==> src/design/jsv_pkg.sv <==
package jsv_pkg;

	typedef enum logic [4:0] {
		LM_VALUE,
		LM_ARR_FIRST,
		LM_OBJ_FIRST,
		LM_KEY,
		LM_COLON,
		LM_AFTER,
		LM_STR,
		LM_STR_ESC,
		LM_KSTR,
		LM_KSTR_ESC,
		LM_N_MINUS,
		LM_N_ZERO,
		LM_N_INT,
		LM_N_DOT,
		LM_N_FRAC,
		LM_N_E,
		LM_N_ESIGN,
		LM_N_EXP,
		LM_LIT
	} lex_mode_t;

	typedef enum logic [4:0] {
		BC_WS,
		BC_QUOTE,
		BC_BSLASH,
		BC_MINUS,
		BC_PLUS,
		BC_ZERO,
		BC_DIGIT,
		BC_DOT,
		BC_EXP,
		BC_LBRK,
		BC_RBRK,
		BC_LBRC,
		BC_RBRC,
		BC_COMMA,
		BC_COLON,
		BC_LIT_T,
		BC_LIT_F,
		BC_LIT_N,
		BC_OTHER
	} byte_cls_t;

	localparam logic KIND_ARRAY  = 1'b0;
	localparam logic KIND_OBJECT = 1'b1;

	localparam logic [1:0] LIT_TRUE  = 2'd0;
	localparam logic [1:0] LIT_FALSE = 2'd1;
	localparam logic [1:0] LIT_NULL  = 2'd2;

	localparam int RES_DEPTH = 2;

	typedef struct packed {
		logic [7:0] data;
		logic       last;
		logic       ctl;
		byte_cls_t  cls;
	} item_t;

	typedef struct packed {
		logic is_valid;
		logic depth_overflow;
	} result_t;

	function automatic byte_cls_t classify(input logic [7:0] b);
		byte_cls_t c;
		c = BC_OTHER;
		unique case (b) inside
			8'h20, 8'h09, 8'h0A, 8'h0D: c = BC_WS;
			8'h22:                      c = BC_QUOTE;   // "
			8'h5C:                      c = BC_BSLASH;
			8'h2D:                      c = BC_MINUS;
			8'h2B:                      c = BC_PLUS;
			8'h30:                      c = BC_ZERO;
			[8'h31:8'h39]:              c = BC_DIGIT;
			8'h2E:                      c = BC_DOT;
			8'h65, 8'h45:               c = BC_EXP;     // e, E
			8'h5B:                      c = BC_LBRK;
			8'h5D:                      c = BC_RBRK;
			8'h7B:                      c = BC_LBRC;
			8'h7D:                      c = BC_RBRC;
			8'h2C:                      c = BC_COMMA;
			8'h3A:                      c = BC_COLON;
			8'h74:                      c = BC_LIT_T;
			8'h66:                      c = BC_LIT_F;
			8'h6E:                      c = BC_LIT_N;
			default:                    c = BC_OTHER;
		endcase
		return c;
	endfunction

	function automatic logic [2:0] lit_len(input logic [1:0] kind);
		logic [2:0] n;
		unique case (kind)
			LIT_TRUE:  n = 3'd4;
			LIT_FALSE: n = 3'd5;
			LIT_NULL:  n = 3'd4;
			default:   n = 3'd0;
		endcase
		return n;
	endfunction

	function automatic logic [7:0] lit_char(input logic [1:0] kind, input logic [2:0] idx);
		logic [7:0] ch;
		ch = 8'h00;
		unique case (kind)
			LIT_TRUE: begin
				unique case (idx)
					3'd0:    ch = 8'h74;
					3'd1:    ch = 8'h72;
					3'd2:    ch = 8'h75;
					3'd3:    ch = 8'h65;
					default: ch = 8'h00;
				endcase
			end
			LIT_FALSE: begin
				unique case (idx)
					3'd0:    ch = 8'h66;
					3'd1:    ch = 8'h61;
					3'd2:    ch = 8'h6C;
					3'd3:    ch = 8'h73;
					3'd4:    ch = 8'h65;
					default: ch = 8'h00;
				endcase
			end
			LIT_NULL: begin
				unique case (idx)
					3'd0:    ch = 8'h6E;
					3'd1:    ch = 8'h75;
					3'd2:    ch = 8'h6C;
					3'd3:    ch = 8'h6C;
					default: ch = 8'h00;
				endcase
			end
			default: ch = 8'h00;
		endcase
		return ch;
	endfunction

endpackage

==> src/design/jsv_fifo.sv <==
module jsv_fifo #(
	parameter int WIDTH = 8,
	parameter int DEPTH = 4
) (
	input  logic             clk,
	input  logic             arst_n,
	input  logic             wr_en,
	input  logic [WIDTH-1:0] wr_data,
	output logic             full,
	input  logic             rd_en,
	output logic [WIDTH-1:0] rd_data,
	output logic             empty
);
	localparam int PW = (DEPTH > 1) ? $clog2(DEPTH) : 1;
	localparam int CW = $clog2(DEPTH + 1);
	localparam logic [PW-1:0] LAST_PTR = PW'(DEPTH - 1);

	logic [WIDTH-1:0] mem_q [DEPTH];
	logic [PW-1:0]    wr_ptr_q, rd_ptr_q;
	logic [CW-1:0]    count_q;
	logic             do_wr, do_rd;

	assign full    = (count_q == CW'(DEPTH));
	assign empty   = (count_q == '0);
	assign do_wr   = wr_en && !full;
	assign do_rd   = rd_en && !empty;
	assign rd_data = mem_q[rd_ptr_q];

	always_ff @(posedge clk) begin
		if (do_wr) begin
			mem_q[wr_ptr_q] <= wr_data;
		end
	end

	always_ff @(posedge clk or negedge arst_n) begin
		if (!arst_n) begin
			wr_ptr_q <= '0;
			rd_ptr_q <= '0;
			count_q  <= '0;
		end else begin
			if (do_wr) begin
				wr_ptr_q <= (wr_ptr_q == LAST_PTR) ? '0 : wr_ptr_q + PW'(1);
			end
			if (do_rd) begin
				rd_ptr_q <= (rd_ptr_q == LAST_PTR) ? '0 : rd_ptr_q + PW'(1);
			end
			case ({do_wr, do_rd})
				2'b10:   count_q <= count_q + CW'(1);
				2'b01:   count_q <= count_q - CW'(1);
				default: count_q <= count_q;
			endcase
		end
	end

endmodule

==> src/design/jsv_ram.sv <==
module jsv_ram #(
	parameter int WIDTH = 1,
	parameter int DEPTH = 32
) (
	input  logic                                  clk,
	input  logic                                  wr_en,
	input  logic [((DEPTH > 1) ? $clog2(DEPTH) : 1)-1:0] wr_addr,
	input  logic [WIDTH-1:0]                      wr_data,
	input  logic [((DEPTH > 1) ? $clog2(DEPTH) : 1)-1:0] rd_addr,
	output logic [WIDTH-1:0]                      rd_data
);
	logic [WIDTH-1:0] mem_q [DEPTH];

	always_ff @(posedge clk) begin
		if (wr_en) begin
			mem_q[wr_addr] <= wr_data;
		end
		rd_data <= mem_q[rd_addr];
	end

endmodule

==> src/design/jsv_front.sv <==
module jsv_front (
	input  logic          clk,
	input  logic          arst_n,
	input  logic          push,
	output logic          full,
	input  logic [7:0]    data_byte,
	input  logic          last_byte,
	input  logic          q_full,
	output logic          q_push,
	output jsv_pkg::item_t q_item
);
	import jsv_pkg::*;

	item_t item_s1;
	logic  valid_s1;
	logic  accept;

	assign full   = valid_s1 && q_full;
	assign accept = push && !full;
	assign q_push = valid_s1 && !q_full;
	assign q_item = item_s1;

	always_ff @(posedge clk) begin
		if (accept) begin
			item_s1.data <= data_byte;
			item_s1.last <= last_byte;
			item_s1.ctl  <= (data_byte < 8'h20);
			item_s1.cls  <= classify(data_byte);
		end
	end

	always_ff @(posedge clk or negedge arst_n) begin
		if (!arst_n) begin
			valid_s1 <= 1'b0;
		end else begin
			valid_s1 <= accept || (valid_s1 && q_full);
		end
	end

endmodule

==> src/design/jsv_back.sv <==
module jsv_back #(
	parameter int MAX_NESTING = 32
) (
	input  logic             clk,
	input  logic             arst_n,
	input  jsv_pkg::item_t   item,
	input  logic             q_empty,
	output logic             q_pop,
	input  logic             res_full,
	output logic             res_push,
	output jsv_pkg::result_t res_data
);
	import jsv_pkg::*;

	localparam int DW = $clog2(MAX_NESTING + 1);
	localparam int AW = (MAX_NESTING > 1) ? $clog2(MAX_NESTING) : 1;
	localparam logic [DW-1:0] DEPTH_MAX = DW'(MAX_NESTING);

	lex_mode_t     mode_q, h_mode, sv_mode, av_mode;
	logic [2:0]    lidx_q, h_lidx;
	logic [1:0]    lkind_q, h_lkind, sv_lkind;
	logic [DW-1:0] depth_q, h_depth, depth_nxt, wr_pos, rd_pos;
	logic          top_q, under, byp_q, byp_data_q, ram_rd;
	logic          err_q, ovf_q, h_err, h_ovf;
	logic          h_push, h_pop, h_kind;
	logic          sv_fail, sv_ovf, sv_push, sv_kind, sv_lit;
	logic          av_fail, av_pop;
	logic          fire, is_digit, ram_we;
	logic [2:0]    llen;

	assign fire     = !q_empty && !(item.last && res_full);
	assign q_pop    = fire;
	assign is_digit = (item.cls == BC_ZERO) || (item.cls == BC_DIGIT);
	assign llen     = lit_len(lkind_q);
	// entry just below the top; bypass covers a write to the same slot last cycle
	assign under    = byp_q ? byp_data_q : ram_rd;

	// start of a value
	always_comb begin
		sv_mode  = mode_q;
		sv_fail  = 1'b0;
		sv_ovf   = 1'b0;
		sv_push  = 1'b0;
		sv_kind  = KIND_ARRAY;
		sv_lit   = 1'b0;
		sv_lkind = lkind_q;
		unique case (item.cls) inside
			BC_WS:    sv_mode = mode_q;
			BC_QUOTE: sv_mode = LM_STR;
			BC_LIT_T: begin sv_lit = 1'b1; sv_lkind = LIT_TRUE;  sv_mode = LM_LIT; end
			BC_LIT_F: begin sv_lit = 1'b1; sv_lkind = LIT_FALSE; sv_mode = LM_LIT; end
			BC_LIT_N: begin sv_lit = 1'b1; sv_lkind = LIT_NULL;  sv_mode = LM_LIT; end
			BC_MINUS: sv_mode = LM_N_MINUS;
			BC_ZERO:  sv_mode = LM_N_ZERO;
			BC_DIGIT: sv_mode = LM_N_INT;
			BC_LBRK, BC_LBRC: begin
				if (depth_q >= DEPTH_MAX) begin
					sv_ovf  = 1'b1;
					sv_fail = 1'b1;
				end else begin
					sv_push = 1'b1;
					sv_kind = (item.cls == BC_LBRC) ? KIND_OBJECT : KIND_ARRAY;
					sv_mode = (item.cls == BC_LBRC) ? LM_OBJ_FIRST : LM_ARR_FIRST;
				end
			end
			default: sv_fail = 1'b1;
		endcase
	end

	// byte after a complete value
	always_comb begin
		av_mode = LM_AFTER;
		av_fail = 1'b0;
		av_pop  = 1'b0;
		if (item.cls != BC_WS) begin
			if (depth_q == '0) begin
				av_fail = 1'b1;
			end else if (item.cls == BC_COMMA) begin
				av_mode = top_q ? LM_KEY : LM_VALUE;
			end else if ((item.cls == BC_RBRK && top_q == KIND_ARRAY) ||
			             (item.cls == BC_RBRC && top_q == KIND_OBJECT)) begin
				av_pop = 1'b1;
			end else begin
				av_fail = 1'b1;
			end
		end
	end

	// next state
	always_comb begin
		h_mode  = mode_q;
		h_lidx  = lidx_q;
		h_lkind = lkind_q;
		h_err   = err_q;
		h_ovf   = ovf_q;
		h_push  = 1'b0;
		h_pop   = 1'b0;
		h_kind  = KIND_ARRAY;
		if (!err_q) begin
			unique case (mode_q) inside
				LM_VALUE, LM_ARR_FIRST: begin
					if (mode_q == LM_ARR_FIRST && item.cls == BC_RBRK) begin
						h_pop  = 1'b1;
						h_mode = LM_AFTER;
					end else begin
						h_mode = sv_mode;
						h_err  = sv_fail;
						h_ovf  = sv_ovf;
						h_push = sv_push;
						h_kind = sv_kind;
						if (sv_lit) begin
							h_lkind = sv_lkind;
							h_lidx  = 3'd1;
						end
					end
				end
				LM_OBJ_FIRST, LM_KEY: begin
					if (item.cls == BC_WS) begin
						h_mode = mode_q;
					end else if (item.cls == BC_QUOTE) begin
						h_mode = LM_KSTR;
					end else if (item.cls == BC_RBRC && mode_q == LM_OBJ_FIRST) begin
						h_pop  = 1'b1;
						h_mode = LM_AFTER;
					end else begin
						h_err = 1'b1;
					end
				end
				LM_COLON: begin
					if (item.cls == BC_COLON) h_mode = LM_VALUE;
					else if (item.cls != BC_WS) h_err = 1'b1;
				end
				LM_AFTER: begin
					h_mode = av_mode;
					h_err  = av_fail;
					h_pop  = av_pop;
				end
				LM_STR, LM_KSTR: begin
					if (item.cls == BC_BSLASH) begin
						h_mode = (mode_q == LM_STR) ? LM_STR_ESC : LM_KSTR_ESC;
					end else if (item.cls == BC_QUOTE) begin
						h_mode = (mode_q == LM_STR) ? LM_AFTER : LM_COLON;
					end else if (item.ctl) begin
						h_err = 1'b1;
					end
				end
				LM_STR_ESC:  h_mode = LM_STR;
				LM_KSTR_ESC: h_mode = LM_KSTR;
				LM_N_MINUS: begin
					if (item.cls == BC_ZERO) h_mode = LM_N_ZERO;
					else if (item.cls == BC_DIGIT) h_mode = LM_N_INT;
					else h_err = 1'b1;
				end
				LM_N_ZERO, LM_N_INT, LM_N_FRAC: begin
					if (mode_q != LM_N_ZERO && is_digit) begin
						h_mode = mode_q;
					end else if (item.cls == BC_DOT && mode_q != LM_N_FRAC) begin
						h_mode = LM_N_DOT;
					end else if (item.cls == BC_EXP) begin
						h_mode = LM_N_E;
					end else begin
						// number ends; this byte counts as the one after the value
						h_mode = av_mode;
						h_err  = av_fail;
						h_pop  = av_pop;
					end
				end
				LM_N_DOT: begin
					if (is_digit) h_mode = LM_N_FRAC;
					else h_err = 1'b1;
				end
				LM_N_E: begin
					if (item.cls == BC_PLUS || item.cls == BC_MINUS) h_mode = LM_N_ESIGN;
					else if (is_digit) h_mode = LM_N_EXP;
					else h_err = 1'b1;
				end
				LM_N_ESIGN: begin
					if (is_digit) h_mode = LM_N_EXP;
					else h_err = 1'b1;
				end
				LM_N_EXP: begin
					if (!is_digit) begin
						h_mode = av_mode;
						h_err  = av_fail;
						h_pop  = av_pop;
					end
				end
				LM_LIT: begin
					if (lidx_q < llen && item.data == lit_char(lkind_q, lidx_q)) begin
						h_lidx = lidx_q + 3'd1;
						if (lidx_q + 3'd1 >= llen) h_mode = LM_AFTER;
					end else begin
						h_err = 1'b1;
					end
				end
				default: h_err = 1'b1;
			endcase
		end
	end

	assign h_depth = h_push ? depth_q + DW'(1) : (h_pop ? depth_q - DW'(1) : depth_q);

	// outputs
	always_comb begin
		res_push                = fire && item.last;
		res_data.is_valid       = !h_err && (h_depth == '0) &&
		                          (h_mode == LM_AFTER || h_mode == LM_N_ZERO ||
		                           h_mode == LM_N_INT || h_mode == LM_N_FRAC ||
		                           h_mode == LM_N_EXP);
		res_data.depth_overflow = h_ovf;
		ram_we                  = fire && !item.last && h_push && (depth_q != '0);
		wr_pos                  = depth_q - DW'(1);
		depth_nxt               = fire ? (item.last ? '0 : h_depth) : depth_q;
		rd_pos                  = depth_nxt - DW'(2);
	end

	// old top moves into memory on a push; the register keeps the live top
	jsv_ram #(
		.WIDTH (1),
		.DEPTH (MAX_NESTING)
	) u_stack (
		.clk     (clk),
		.wr_en   (ram_we),
		.wr_addr (wr_pos[AW-1:0]),
		.wr_data (top_q),
		.rd_addr (rd_pos[AW-1:0]),
		.rd_data (ram_rd)
	);

	always_ff @(posedge clk) begin
		byp_data_q <= top_q;
		if (fire && !item.last) begin
			if (h_push) top_q <= h_kind;
			else if (h_pop) top_q <= under;
		end
	end

	always_ff @(posedge clk or negedge arst_n) begin
		if (!arst_n) begin
			mode_q  <= LM_VALUE;
			lidx_q  <= '0;
			lkind_q <= '0;
			depth_q <= '0;
			err_q   <= 1'b0;
			ovf_q   <= 1'b0;
			byp_q   <= 1'b0;
		end else begin
			byp_q   <= ram_we;
			depth_q <= depth_nxt;
			if (fire) begin
				if (item.last) begin
					mode_q  <= LM_VALUE;
					lidx_q  <= '0;
					lkind_q <= '0;
					err_q   <= 1'b0;
					ovf_q   <= 1'b0;
				end else begin
					mode_q  <= h_mode;
					lidx_q  <= h_lidx;
					lkind_q <= h_lkind;
					err_q   <= h_err;
					ovf_q   <= h_ovf;
				end
			end
		end
	end

`ifndef NO_ASSERTIONS
	a_depth_bound: assert property (@(posedge clk) disable iff (!arst_n)
		depth_q <= DEPTH_MAX)
		else $error("nesting depth past stack size");

	a_ovf_err: assert property (@(posedge clk) disable iff (!arst_n)
		ovf_q |-> err_q)
		else $error("overflow without error flag");

	a_doc_end: assert property (@(posedge clk) disable iff (!arst_n)
		(fire && item.last) |=> (depth_q == '0 && !err_q && !ovf_q && mode_q == LM_VALUE))
		else $error("state not cleared after last byte");

	a_res_room: assert property (@(posedge clk) disable iff (!arst_n)
		res_push |-> !res_full)
		else $error("result written into full queue");
`endif

endmodule

==> src/design/json_syntax_validator_top.sv <==
// Result: the checker writes the result of a last byte into the result queue, which drives the result ports.
// Throughput: one byte per cycle, held while a last byte meets a full result queue.
// Stack: top entry in a register, lower entries in a RAM with a one-slot write bypass.
// Reset: arst_n clears queues and lexer state; the stack RAM is not cleared.
// Stack entries are written before they are read, so no clearing pass is needed.
module json_syntax_validator_top #(
	parameter int MAX_NESTING = 32,
	parameter int FIFO_DEPTH  = 4
) (
	input  logic       clk,
	input  logic       arst_n,
	input  logic       push,
	output logic       full,
	input  logic [7:0] data_byte,
	input  logic       last_byte,
	output logic       empty,
	input  logic       pop,
	output logic       is_valid,
	output logic       depth_overflow
);
	import jsv_pkg::*;

	item_t   f_item, b_item;
	logic    f_push, q_full, q_empty, q_pop;
	logic    res_full, res_push;
	result_t res_in, res_out;

	jsv_front u_front (
		.clk       (clk),
		.arst_n    (arst_n),
		.push      (push),
		.full      (full),
		.data_byte (data_byte),
		.last_byte (last_byte),
		.q_full    (q_full),
		.q_push    (f_push),
		.q_item    (f_item)
	);

	jsv_fifo #(
		.WIDTH ($bits(item_t)),
		.DEPTH (FIFO_DEPTH)
	) u_byte_q (
		.clk     (clk),
		.arst_n  (arst_n),
		.wr_en   (f_push),
		.wr_data (f_item),
		.full    (q_full),
		.rd_en   (q_pop),
		.rd_data (b_item),
		.empty   (q_empty)
	);

	jsv_back #(
		.MAX_NESTING (MAX_NESTING)
	) u_back (
		.clk      (clk),
		.arst_n   (arst_n),
		.item     (b_item),
		.q_empty  (q_empty),
		.q_pop    (q_pop),
		.res_full (res_full),
		.res_push (res_push),
		.res_data (res_in)
	);

	jsv_fifo #(
		.WIDTH ($bits(result_t)),
		.DEPTH (RES_DEPTH)
	) u_res_q (
		.clk     (clk),
		.arst_n  (arst_n),
		.wr_en   (res_push),
		.wr_data (res_in),
		.full    (res_full),
		.rd_en   (pop),
		.rd_data (res_out),
		.empty   (empty)
	);

	assign is_valid       = res_out.is_valid;
	assign depth_overflow = res_out.depth_overflow;

endmodule
==> config.mk <==
export PLATFORM = sky130hd
export DESIGN_NAME = json_syntax_validator_top
export DESIGN_NICKNAME = d
export VERILOG_FILES = /design/src/design/jsv_pkg.sv /design/src/design/jsv_fifo.sv /design/src/design/jsv_ram.sv /design/src/design/jsv_front.sv /design/src/design/jsv_back.sv /design/src/design/json_syntax_validator_top.sv
export SDC_FILE = /design/constraint.sdc
export NUM_CORES = 1
export LEC_CHECK = 0
export BUFFER_PORTS_ARGS = -buffer_cell sky130_fd_sc_hd__buf_2
export CORE_MARGIN = 2
export CORE_UTILIZATION = 59
export CTS_BUF_LIST = sky130_fd_sc_hd__clkbuf_2
export CTS_CLUSTER_DIAMETER = 120
export DETAILED_ROUTE_END_ITERATION = 8
export GPL_TIMING_DRIVEN = 0
export PLACE_DENSITY_LB_ADDON = 0.3
export SLEW_MARGIN = 20
export SYNTH_ARGS = -nofsm -noshare
export SYNTH_HDL_FRONTEND = slang
export SYNTH_SLANG_ARGS = --single-unit
export TNS_END_PERCENT = 5
==> constraint.sdc <==
create_clock -name clk -period 3.94 [get_ports clk]
set_input_delay 0.394 -clock clk [delete_from_list [all_inputs] [get_ports clk]]
set_output_delay 0.394 -clock clk [all_outputs]
set_load 0.01 [all_outputs]
# ---- After elaboration in Yosys (flattened, before gate mapping)
# Memories as Yosys holds them, arrays and structs flattened. A register that Yosys moved wholly into a read port is not among the register bits.
# Cells that the tools add are included.
dict set report word_totals {
  regBits 48
  ramBits 96
  output_inout_bits 4
  mem_count 3
}
# memory words word_bits rd rd_ports_with_merged_regs wr line
set memory_table {}
lappend memory_table {u_byte_q.mem_q 4 15 1 0 1 jsv_fifo.sv:18} ;# logic [WIDTH-1:0] mem_q [DEPTH];
lappend memory_table {u_back.u_stack.mem_q 32 1 1 1 1 jsv_ram.sv:12} ;# logic [WIDTH-1:0] mem_q [DEPTH];
lappend memory_table {u_res_q.mem_q 2 2 1 0 1 jsv_fifo.sv:18}
dict set report op_classes {
  mux 127
  addsub 12
  reduce_logical 72
  order_cmp 6
  n_eq_ne 83
  n_bitwise 1
}
# operator n
set op_table {}
lappend op_table {{5-bit 2-to-1 mux} 24}
lappend op_table {{5-bit by 4-bit == test with 1-bit output, second input constant} 19}
lappend op_table {{5-bit one-hot mux with 18 select lines} 1}
lappend op_table {{8-bit by 7-bit == test with 1-bit output, second input constant} 10}
lappend op_table {{5-bit one-hot mux with 14 select lines} 1}
lappend op_table {{1-bit 2-to-1 mux} 67}
lappend op_table {{8-bit by 6-bit == test with 1-bit output, second input constant} 8}
lappend op_table {{5-bit by 3-bit == test with 1-bit output, second input constant} 9}
lappend op_table {{7-bit one-hot mux with 5 select lines} 1}
lappend op_table {{5-bit == test, second input constant} 6}
lappend op_table {{5-bit one-hot mux with 6 select lines} 1}
lappend op_table {{7-bit one-hot mux with 4 select lines} 1}
lappend op_table {{8-bit by 4-bit == test with 1-bit output, second input constant} 3}
lappend op_table {{6-bit 2-to-1 mux} 4}
lappend op_table {{8-bit one-hot mux with 3 select lines} 1}
lappend op_table {{1-bit logical AND} 23}
lappend op_table {{7-bit one-hot mux with 3 select lines} 1}
lappend op_table {{5-bit by 2-bit == test with 1-bit output, second input constant} 4}
lappend op_table {{2-bit 2-to-1 mux} 9}
lappend op_table {{3-bit one-hot mux with 2 select lines} 3}
lappend op_table {{2-bit OR reduction} 9}
lappend op_table {{8-bit 2-to-1 mux} 2}
lappend op_table {{3-bit 2-to-1 mux} 5}
lappend op_table {{2-bit == test, second input constant} 6}
lappend op_table {{47 further kinds} 83}

# ---- Depth between registers and ports, before layout
# Gate-level depths: netlist of the first run.
# An unclocked memory read counts as a cell.
dict set report logic_depth {
  word_depth 18
  mapped_depth 16
}

# ---- Cells and area by module
# A second synthesis of the first run with hierarchy kept.
dict set report hier_totals {
  hier_cells 842
  area_unflattened_um2 9017.4
}
# mod seq_area_each_um2 cells_per_inst instances area_per_inst_um2
set by_module_without_submodules {}
lappend by_module_without_submodules {jsv_back 525.5 475 1 3455.8}
lappend by_module_without_submodules {{jsv_fifo (u_byte_q)} 1976.9 119 1 2653.8}
lappend by_module_without_submodules {jsv_ram 980.9 120 1 1517.7}
lappend by_module_without_submodules {jsv_front 475.5 104 1 1051.0}
lappend by_module_without_submodules {{jsv_fifo (u_res_q)} 220.2 24 1 339.1}

# ---- Least setup slack after synthesis of the first run
# OpenSTA, ideal clock, no wires.
dict set report synth_timing {
  path_type {reg-to-reg}
  from {register u_byte_q.rd_ptr_q[0]}
  to {register u_back.u_stack.rd_data (read register of u_back.u_stack.mem_q)}
  path_buffers 2
  stages_incl_launch_ff 16
  arrival_ps 4243
  synth_period_minus_slack_ps 4378
  slack_ps -438
  required_ps 3806
  cell_sequence {dfrtp_1 buf_6 mux4_2 nor2b_1 a31oi_1 and4_1 clkbuf_1 o32ai_1 a21oi_1 o32ai_1 a31o_2 inv_1 ha_1 xnor2_2 mux4_2 mux4_2}
}
dict set report synth_between {
  elab_chain_cells 18
}
# item line
set synth_lines {}
lappend synth_lines {{start, declared} jsv_fifo.sv:19} ;# logic [PW-1:0] wr_ptr_q, rd_ptr_q;
lappend synth_lines {{start signal, assigned} jsv_fifo.sv:45} ;# rd_ptr_q <= (rd_ptr_q == LAST_PTR) ? '0 : rd_ptr_q + PW'(1);
lappend synth_lines {{memory 4 x 15 bit *} -}
lappend synth_lines {{5-bit by 4-bit == test with 1-bit output (on tied branches)} -}
lappend synth_lines {{1-bit logical AND (on tied branches)} {jsv_back.sv:80, jsv_back.sv:81}}
lappend synth_lines {{1-bit logical OR} jsv_back.sv:80} ;# end else if ((item.cls == BC_RBRK && top_q == KIND_ARRAY) ||
lappend synth_lines {{1-bit 2-to-1 mux} jsv_back.sv:80}
lappend synth_lines {{1-bit 2-to-1 mux} jsv_back.sv:78} ;# end else if (item.cls == BC_COMMA) begin
lappend synth_lines {{1-bit 2-to-1 mux} jsv_back.sv:76} ;# if (depth_q == '0) begin
lappend synth_lines {{1-bit 2-to-1 mux} jsv_back.sv:75} ;# if (item.cls != BC_WS) begin
lappend synth_lines {{(+2 left out)} -}
lappend synth_lines {{1-bit 2-to-1 mux} jsv_back.sv:155} ;# if (mode_q != LM_N_ZERO && is_digit) begin
lappend synth_lines {{1-bit one-hot mux with 5 select lines} jsv_back.sv:100} ;# unique case (mode_q) inside
lappend synth_lines {{1-bit 2-to-1 mux} jsv_back.sv:99} ;# if (!err_q) begin
lappend synth_lines {{6-bit 2-to-1 mux (2 in series)} jsv_back.sv:201} ;# assign h_depth = h_push ? depth_q + DW'(1) : (h_pop ? depth_q - DW'(1) : depth_q);
lappend synth_lines {{6-bit 2-to-1 mux} jsv_back.sv:213} ;# depth_nxt = fire ? (item.last ? '0 : h_depth) : depth_q;
lappend synth_lines {{6-bit 2-to-1 mux *} jsv_back.sv:213}
lappend synth_lines {{named net u_back.depth_nxt[1]} jsv_back.sv:22} ;# logic [DW-1:0] depth_q, h_depth, depth_nxt, wr_pos, rd_pos;
lappend synth_lines {{5-bit by 2-bit subtractor with 5-bit output *} jsv_back.sv:214} ;# rd_pos = depth_nxt - DW'(2);
lappend synth_lines {{end, declared} jsv_ram.sv:10} ;# output logic [WIDTH-1:0] rd_data
# The timed path passes the listed nets; every way through them passes the cells marked *.
# A chain may end at the register's enable or synchronous reset.

# ---- Worst setup path after layout of the first run
# Same ends and word-level chain as after synthesis.

==> summary.md, run 1 <==
| Metric | Value |
|---|---|
| Num CTS Buffers | 17 |
| Critical path's top delay family | multiplexers |
| Area of the core | 0.01442 mm^2 |
| Unique cell type count in the Yosys netlist | 81 |
| Sequential element share of the synthesized area | 48.51% |
| TritonCTS clock tree | yes |
| Top FF cell, synth | edfxtp_1 |
| CP startpoint kind | flop |
| Synth async-reset ratio | 21.38% |
| Cell Area, Synth | 0.008615 mm^2 |
| Row cnt | 44 |
| Reg clk slew, reported paths | 0.24 ns |
| Drt first pass iters | 6 |
| Hold Path Class | input pin to asynchronous set/reset pin |
| Compound-Gate Fraction of Synth Area | 14.38% |
| CP required | 4.55 ns |
| Slowest-stage cell, CP | mux4_2 |
| Place WS | -0.9941 ns |
| Max incr delay on CP | 0.63 ns |
| Final setup skew | 0.05184 ns |
| Share of layout cells above drive strength 1 | 19.57% |
| Cell repeated most along the worst path | mux4_2 |
| CTS Buffer Depth | 2 |
| Final setup violation count | 3 |
| Most frequent cells in the layout | edfxtp_1, nor2_1, nand2_1 |
| GRT Util Overall | 29.55% |
| # port buffers | 16 |
| Period minus WS final | 4.472 ns |
| Vias in the first global route | 6891 |
| Largest net degree at the start of global routing | 32 |
| Yosys warnings | 0 |
| XOR/XNOR Fraction of Synth Area | 2.222% |
| Max FO, Critical Path | 7 |
| Min Hold Slack | 0.2590 ns |
| Inst Count DP | 1023 |
| Htree depth | 4 |
| Final setup TNS | -1.374 ns |
| Seq cells post-synth | 145 |
| DR DRC count | 0 |
| Critical path arrival | 5.09 ns |
| Post-synthesis simple-gate area fraction | 19.39% |
| Largest family of logic cells by synthesized area | simple AND/OR/NAND/NOR gates |
| Slew Limit Fails | 0 |
| Setup ws final | -0.5319 ns |
| Vias/cell | 6.507 |
| Placer Congestion | 0.9592 |
| Post-synth EDFFs | 112 |
| I/O Pins | 17 |
| Clk sinks | 145 |
| Via Count | 7216 |
| Worst vdd ir | 0.4954 mV |
| Mux cell area share after synthesis | 8.540% |
| Post-Synthesis Cells | 823 |
| PD cells | 703.3 mW/mm^2 |
| Remaining antenna violation count | 0 |
| Die Height | 124.8 um |
| DP Area | 0.008980 mm^2 |
| Max Cap Viol | 0 |
| RSZ-0062 raised after global routing | true |
| Slew margin rel. | 43.00% |
| Synthesized net count | 860 |
| First-pass GRT wire length | 36330 um |
| Nets@finish | 949 |
| Buf/Inv on CP | 4 |
| Static Leak | 3.589 nW |
| Worst Max-Slew Pin Slew | 0.8484 ns |
| Gr ovfl total | 0 |
| 1st-iter DRT viols | 800 |
| Adder-Cell Fraction of Synth Area | 3.573% |
| Fin cells | 1109 |
| Ranking of synthesized cells by area | edfxtp_1, dfrtp_1, mux4_2 |
| CP Class | flop to flop |
| Die area | 0.01558 mm^2 |
| Setup crit end kind | flop |
| Initial Utilization | 59.72% |
| Worst skew pair latency | 0.73 ns |
| Avg Cell Area, Syn | 10.47 um^2 |
| Final HPWL DP | 16000 um |
| Die width | 124.8 um |
| Initial antenna violation count | 0 |
| FMAX | 223.6 MHz |
| Routed WL | 22960 um |
| Fin crit share | 113.5% |
| Leading area contributor after synthesis | edfxtp_1 |
| Post-synth top area share | 39.04% |
| CP Cell Sequence | buf_6 -> mux4_2 -> buf_4 -> nor2_4 -> nor4b_4 -> buf_4 -> a211oi_2 -> a221oi_4 -> o21ai_1 -> a31o_2 -> clkinv_4 -> ha_4 -> xnor2_4 -> mux4_2 -> mux4_2 |
| Status | finished, violations left |
| Wirelength per Cell | 20.70 um |
| Commonest non-fill, non-tap cell in the layout | edfxtp_1 |
| Root Driver | clkbuf_2 |
| Final instance area | 0.009824 mm^2 |
| Antenna cells | 0 |
| Synthesis-to-layout area growth | 14.04% |
| Failing checks | negative setup slack |
| Final hold vios | 0 |
-- final timing paths --
path,from,slack [ns],end,depth (start not counted)
max in group asynchronous,arst_n,3.12,u_byte_q.wr_ptr_q[0],2
min,arst_n,0.26,u_back.mode_q[2],2
min in group clk,last_byte,0.39,u_front.q_item[6],2
min reg2reg,u_front.q_item[12],0.49,u_byte_q.mem_q[2][12],0
max reg2reg,u_byte_q.rd_ptr_q[0],-0.53,u_back.u_stack.rd_data,15
max,u_byte_q.rd_ptr_q[0],-0.53,u_back.u_stack.rd_data,15
-- flip-flops by register name, summed over array words and instances, names as in the netlist, 2 cells and up --
register	count
u_byte_q.wr_ptr_q	2
u_back.lkind_q	2
u_byte_q.mem_q	60
u_back.lidx_q	3
u_res_q.mem_q	4
u_res_q.count_q	2
u_back.mode_q	5
u_back.depth_q	6
u_byte_q.rd_ptr_q	2
u_back.u_stack.mem_q	32
u_front.q_item	15
u_byte_q.count_q	3
-- per-layer routing --
| metal | track usage [%] | share of wire (%) | vias up |
|---|---|---|---|
| met2 | 49.05 | 48 | 398 |
| met4 | 12.35 | 4.0 | 0 |
| met5 | 0 | 0 | - |
| met3 | 5.241 | 7.0 | 69 |
| li1 | - | - | 3271 |
| met1 | 38.65 | 41 | 3478 |
-- cells by family after synthesis --
group                    Yosys count
AO/OA/AOI/OAI                    181
AND/OR/NAND/NOR                  334
flip-flops                       145
buffers and inverters             73
multiplexers                      45
XOR/XNOR                          21
adder cells (fa/ha/maj)           24
-- Yosys cell counts, drive strengths merged, types with 4 or more instances --
library cell	number
nor2	98
o41ai	5
and2	11
mux2	18
nor3	23
and3	9
nor2b	16
mux4	21
a31oi	12
o21ai	38
ha	23
o31ai	8
clkbuf	37
nand3	26
xnor2	12
nor3b	6
nand2b	16
and4	4
edfxtp	112
o22ai	11
nor4	7
mux2i	6
or2	5
dfrtp	31
buf	11
a21oi	39
a211oi	10
o32ai	6
nand2	78
inv	25
nand4	12
a21o	5
o22a	4
xor2	9
or3	9
-- timing repair --
item,in CTS,in global routing
endpoints found under the hold margin,42,0
setup buffers,22,20
gates resized for setup,25,17
pin swaps,14,16
hold buffers,12,0
setup endpoints to repair,4,5
-- cell type report --
type | count | area, um^2
multi-input cells | 605 | 4338
fillers | 1075 | 4599
clock buffers | 17 | 85.08
plain buffers | 48 | 212.7
clock inverters | 15 | 136.4
flip-flops and latches | 145 | 4179
well taps | 184 | 230.2
inverters | 25 | 98.84
repair buffers | 70 | 544.3
-- power by group --
group          leakage (nW)  internal [mW]  switching, mW  total [mW]
clock                 0.123          0.234          0.567       0.801
combinational          2.02           1.55           2.40        3.95
sequential             1.45           1.99          0.168        2.16
-- metrics by stage --
stage,utilization [%],total power [mW]
2_1_floorplan,-,4.613
3_3_place_gp,62.24,5.440
3_5_place_dp,62.26,5.543
4_1_cts,66.67,6.634
5_1_grt,68.11,7.293
6_report,68.11,6.910
No activity file was read; power rests on OpenSTA's default activity.
==> run 2: changes to the inputs <==
--- a/config.mk
+++ b/config.mk
@@ -13,6 +13,7 @@
 export DETAILED_ROUTE_END_ITERATION = 8
 export GPL_TIMING_DRIVEN = 0
 export PLACE_DENSITY_LB_ADDON = 0.3
+export SETUP_SLACK_MARGIN = 0.5
 export SLEW_MARGIN = 20
 export SYNTH_ARGS = -nofsm -noshare
 export SYNTH_HDL_FRONTEND = slang
==> summary.md, run 2 (synthesis results as in run 1) <==
| Metric | Value |
|---|---|
| Fin crit share | 113.5% |
| Most frequent cells in the layout | edfxtp_1, nor2_1, nand2_1 |
| Power consumption | 7.007 mW |
| Vias in the first global route | 6884 |
| Synthesis-to-layout area growth | 14.99% |
| Largest net degree at the start of global routing | 32 |
| CP startpoint kind | flop |
| Routed WL | 22970 um |
| Final setup violation count | 3 |
| GRT Util Overall | 29.81% |
| TritonCTS clock tree | yes |
| RSZ-0062 raised after global routing | true |
| Sequential cell area | 0.004179 mm^2 |
| Failing checks | negative setup slack |
| Drt first pass iters | 5 |
| Final setup skew | 0.05880 ns |
| Setup crit end kind | flop |
| FMAX | 223.6 MHz |
| Placer Congestion | 0.9592 |
| DP Area | 0.008980 mm^2 |
| Static Leak | 3.618 nW |
| Initial antenna violation count | 0 |
| Hold Path Class | input pin to asynchronous set/reset pin |
| Share of layout cells above drive strength 1 | 21.81% |
| Slew Limit Fails | 0 |
| First-pass GRT wire length | 36500 um |
| Max reg flops | 60 |
| R2R Path Start | u_byte_q.rd_ptr_q[0] |
| CTS Buffer Depth | 2 |
| Setup ws final | -0.5325 ns |
| Status | finished, violations left |
| FF-to-FF End | u_back.u_stack.rd_data |
| Commonest non-fill, non-tap cell in the layout | edfxtp_1 |
| Root Driver | clkbuf_2 |
| Via Count | 7136 |
| Worst skew pair latency | 0.74 ns |
| Worst reg2reg path depth | 14 |
| Num CTS Buffers | 17 |
| Final HPWL DP | 16000 um |
| Htree depth | 4 |
| Wirelength per Cell | 20.86 um |
| Worst Max-Slew Pin Slew | 0.8438 ns |
| Clk sinks | 145 |
| Area of the multi-input gates | 0.004451 mm^2 |
| Row cnt | 44 |
| Period minus WS final | 4.473 ns |
| Critical path arrival | 5.10 ns |
| Gr ovfl total | 0 |
| Fill count | 1074 |
| Worst vdd ir | 0.4971 mV |
| Antenna cells | 0 |
| 1st-iter DRT viols | 702 |
| Die width | 124.8 um |
| PD cells | 707.3 mW/mm^2 |
| Critical Path Start | u_byte_q.rd_ptr_q[0] |
| Nets@finish | 941 |
| Reg clk slew, reported paths | 0.25 ns |
| Final instance area | 0.009906 mm^2 |
| Area of the core | 0.01442 mm^2 |
| Final Util | 68.68% |
| CP Class | flop to flop |
| I/O Pins | 17 |
| Max FO, Critical Path | 10 |
| Remaining antenna violation count | 0 |
| Die Height | 124.8 um |
| DR DRC count | 0 |
| Max Cap Viol | 0 |
| Initial Utilization | 59.72% |
| Die area | 0.01558 mm^2 |
| CP required | 4.57 ns |
| Vias/cell | 6.481 |
| Final hold vios | 0 |
| Slew margin rel. | 43.32% |
| Most flop-heavy register | u_byte_q.mem_q |
| # port buffers | 16 |
| R2r setup slk | -0.53 ns |
[run 2: cell count changes in the layout (fill, tap and decap cells not counted), sizes merged]
cell,delta
buf,-9
clkbuf,+1
[run 2: final cells by class]
class,instances,area share [%]
Sequential cell,145,42.19
Timing Repair Buffer,62,4.888
Clock buffer,17,0.8589
Buffer,48,2.438
Tap cell,184,2.324
Multi-Input combinational cell,605,44.93
Inverter,25,0.9979
Clock inverter,15,1.377
[run 2: critical path, cell delays in order, from the launching register on]
cell and delay (ns):
dfrtp_1 0.41, buf_6 0.15, mux4_2 0.64, buf_12 0.18, xor2_4 0.35, a31oi_4 0.19, a211oi_2 0.28, a221oi_4 0.14
nor2_2 0.12, nor2_2 0.06, o21ai_4 0.31, buf_6 0.20, mux2_2 0.34, mux4_2 0.48, mux4_2 0.51
[run 2: stage by stage]
| stage | setup WS (ns) | hold WS, ns | cells | TNS [ns] |
|---|---|---|---|---|
| after floorplan | -0.1545 | 0.09841 | 823 | -0.1545 |
| after global placement | -0.9756 | 0.4633 | 1023 | -1.964 |
| after detailed placement | -0.9941 | 0.4866 | 1023 | -2.159 |
| after CTS | -0.5470 | 0.2171 | 1090 | -0.5470 |
| after global routing | -0.7133 | 0.2490 | 1101 | -0.9386 |
| final | -0.5325 | 0.2328 | 1101 | -0.5342 |
[run 2: what timing repair did]
action / 4_1_cts / 5_1_grt
pin swaps: 17 / 15
hold endpoints to repair: 42 / 0
buffers inserted: 23 / 11
setup endpoints to repair: 46 / 42
hold buffers: 12 / 0
gates cloned: 0 / 0
gates resized for setup: 48 / 33
[run 2: layer usage]
layer  GRT usage (%)  part of all wire [%]  vias up
met2           50.02                    49      328
met5               0                     0        -
met4           12.09                   3.8        0
met3           4.811                   5.7       71
li1                -                     -     3253
met1           38.97                    42     3484
[run 2: worst max path at each step]
stage,to,slack [ns],depth (start not counted)
after floorplan,u_back.u_stack.rd_data,-0.15,13
after global placement,u_back.u_stack.rd_data,-0.98,13
after detailed placement,u_back.u_stack.rd_data,-0.99,13
after CTS,u_back.u_stack.rd_data,-0.55,13
after global routing,u_back.u_stack.rd_data,-0.71,14
final,u_back.u_stack.rd_data,-0.53,14
[run 2: power breakdown]
part | total (mW) | internal [mW] | leakage (nW) | switching (mW)
clock network | 0.805 | 0.234 | 0.123 | 0.571
logic | 4.04 | 1.59 | 2.05 | 2.46
registers | 2.16 | 1.99 | 1.45 | 0.167
total | 7.01 | 3.81 | 3.62 | 3.19
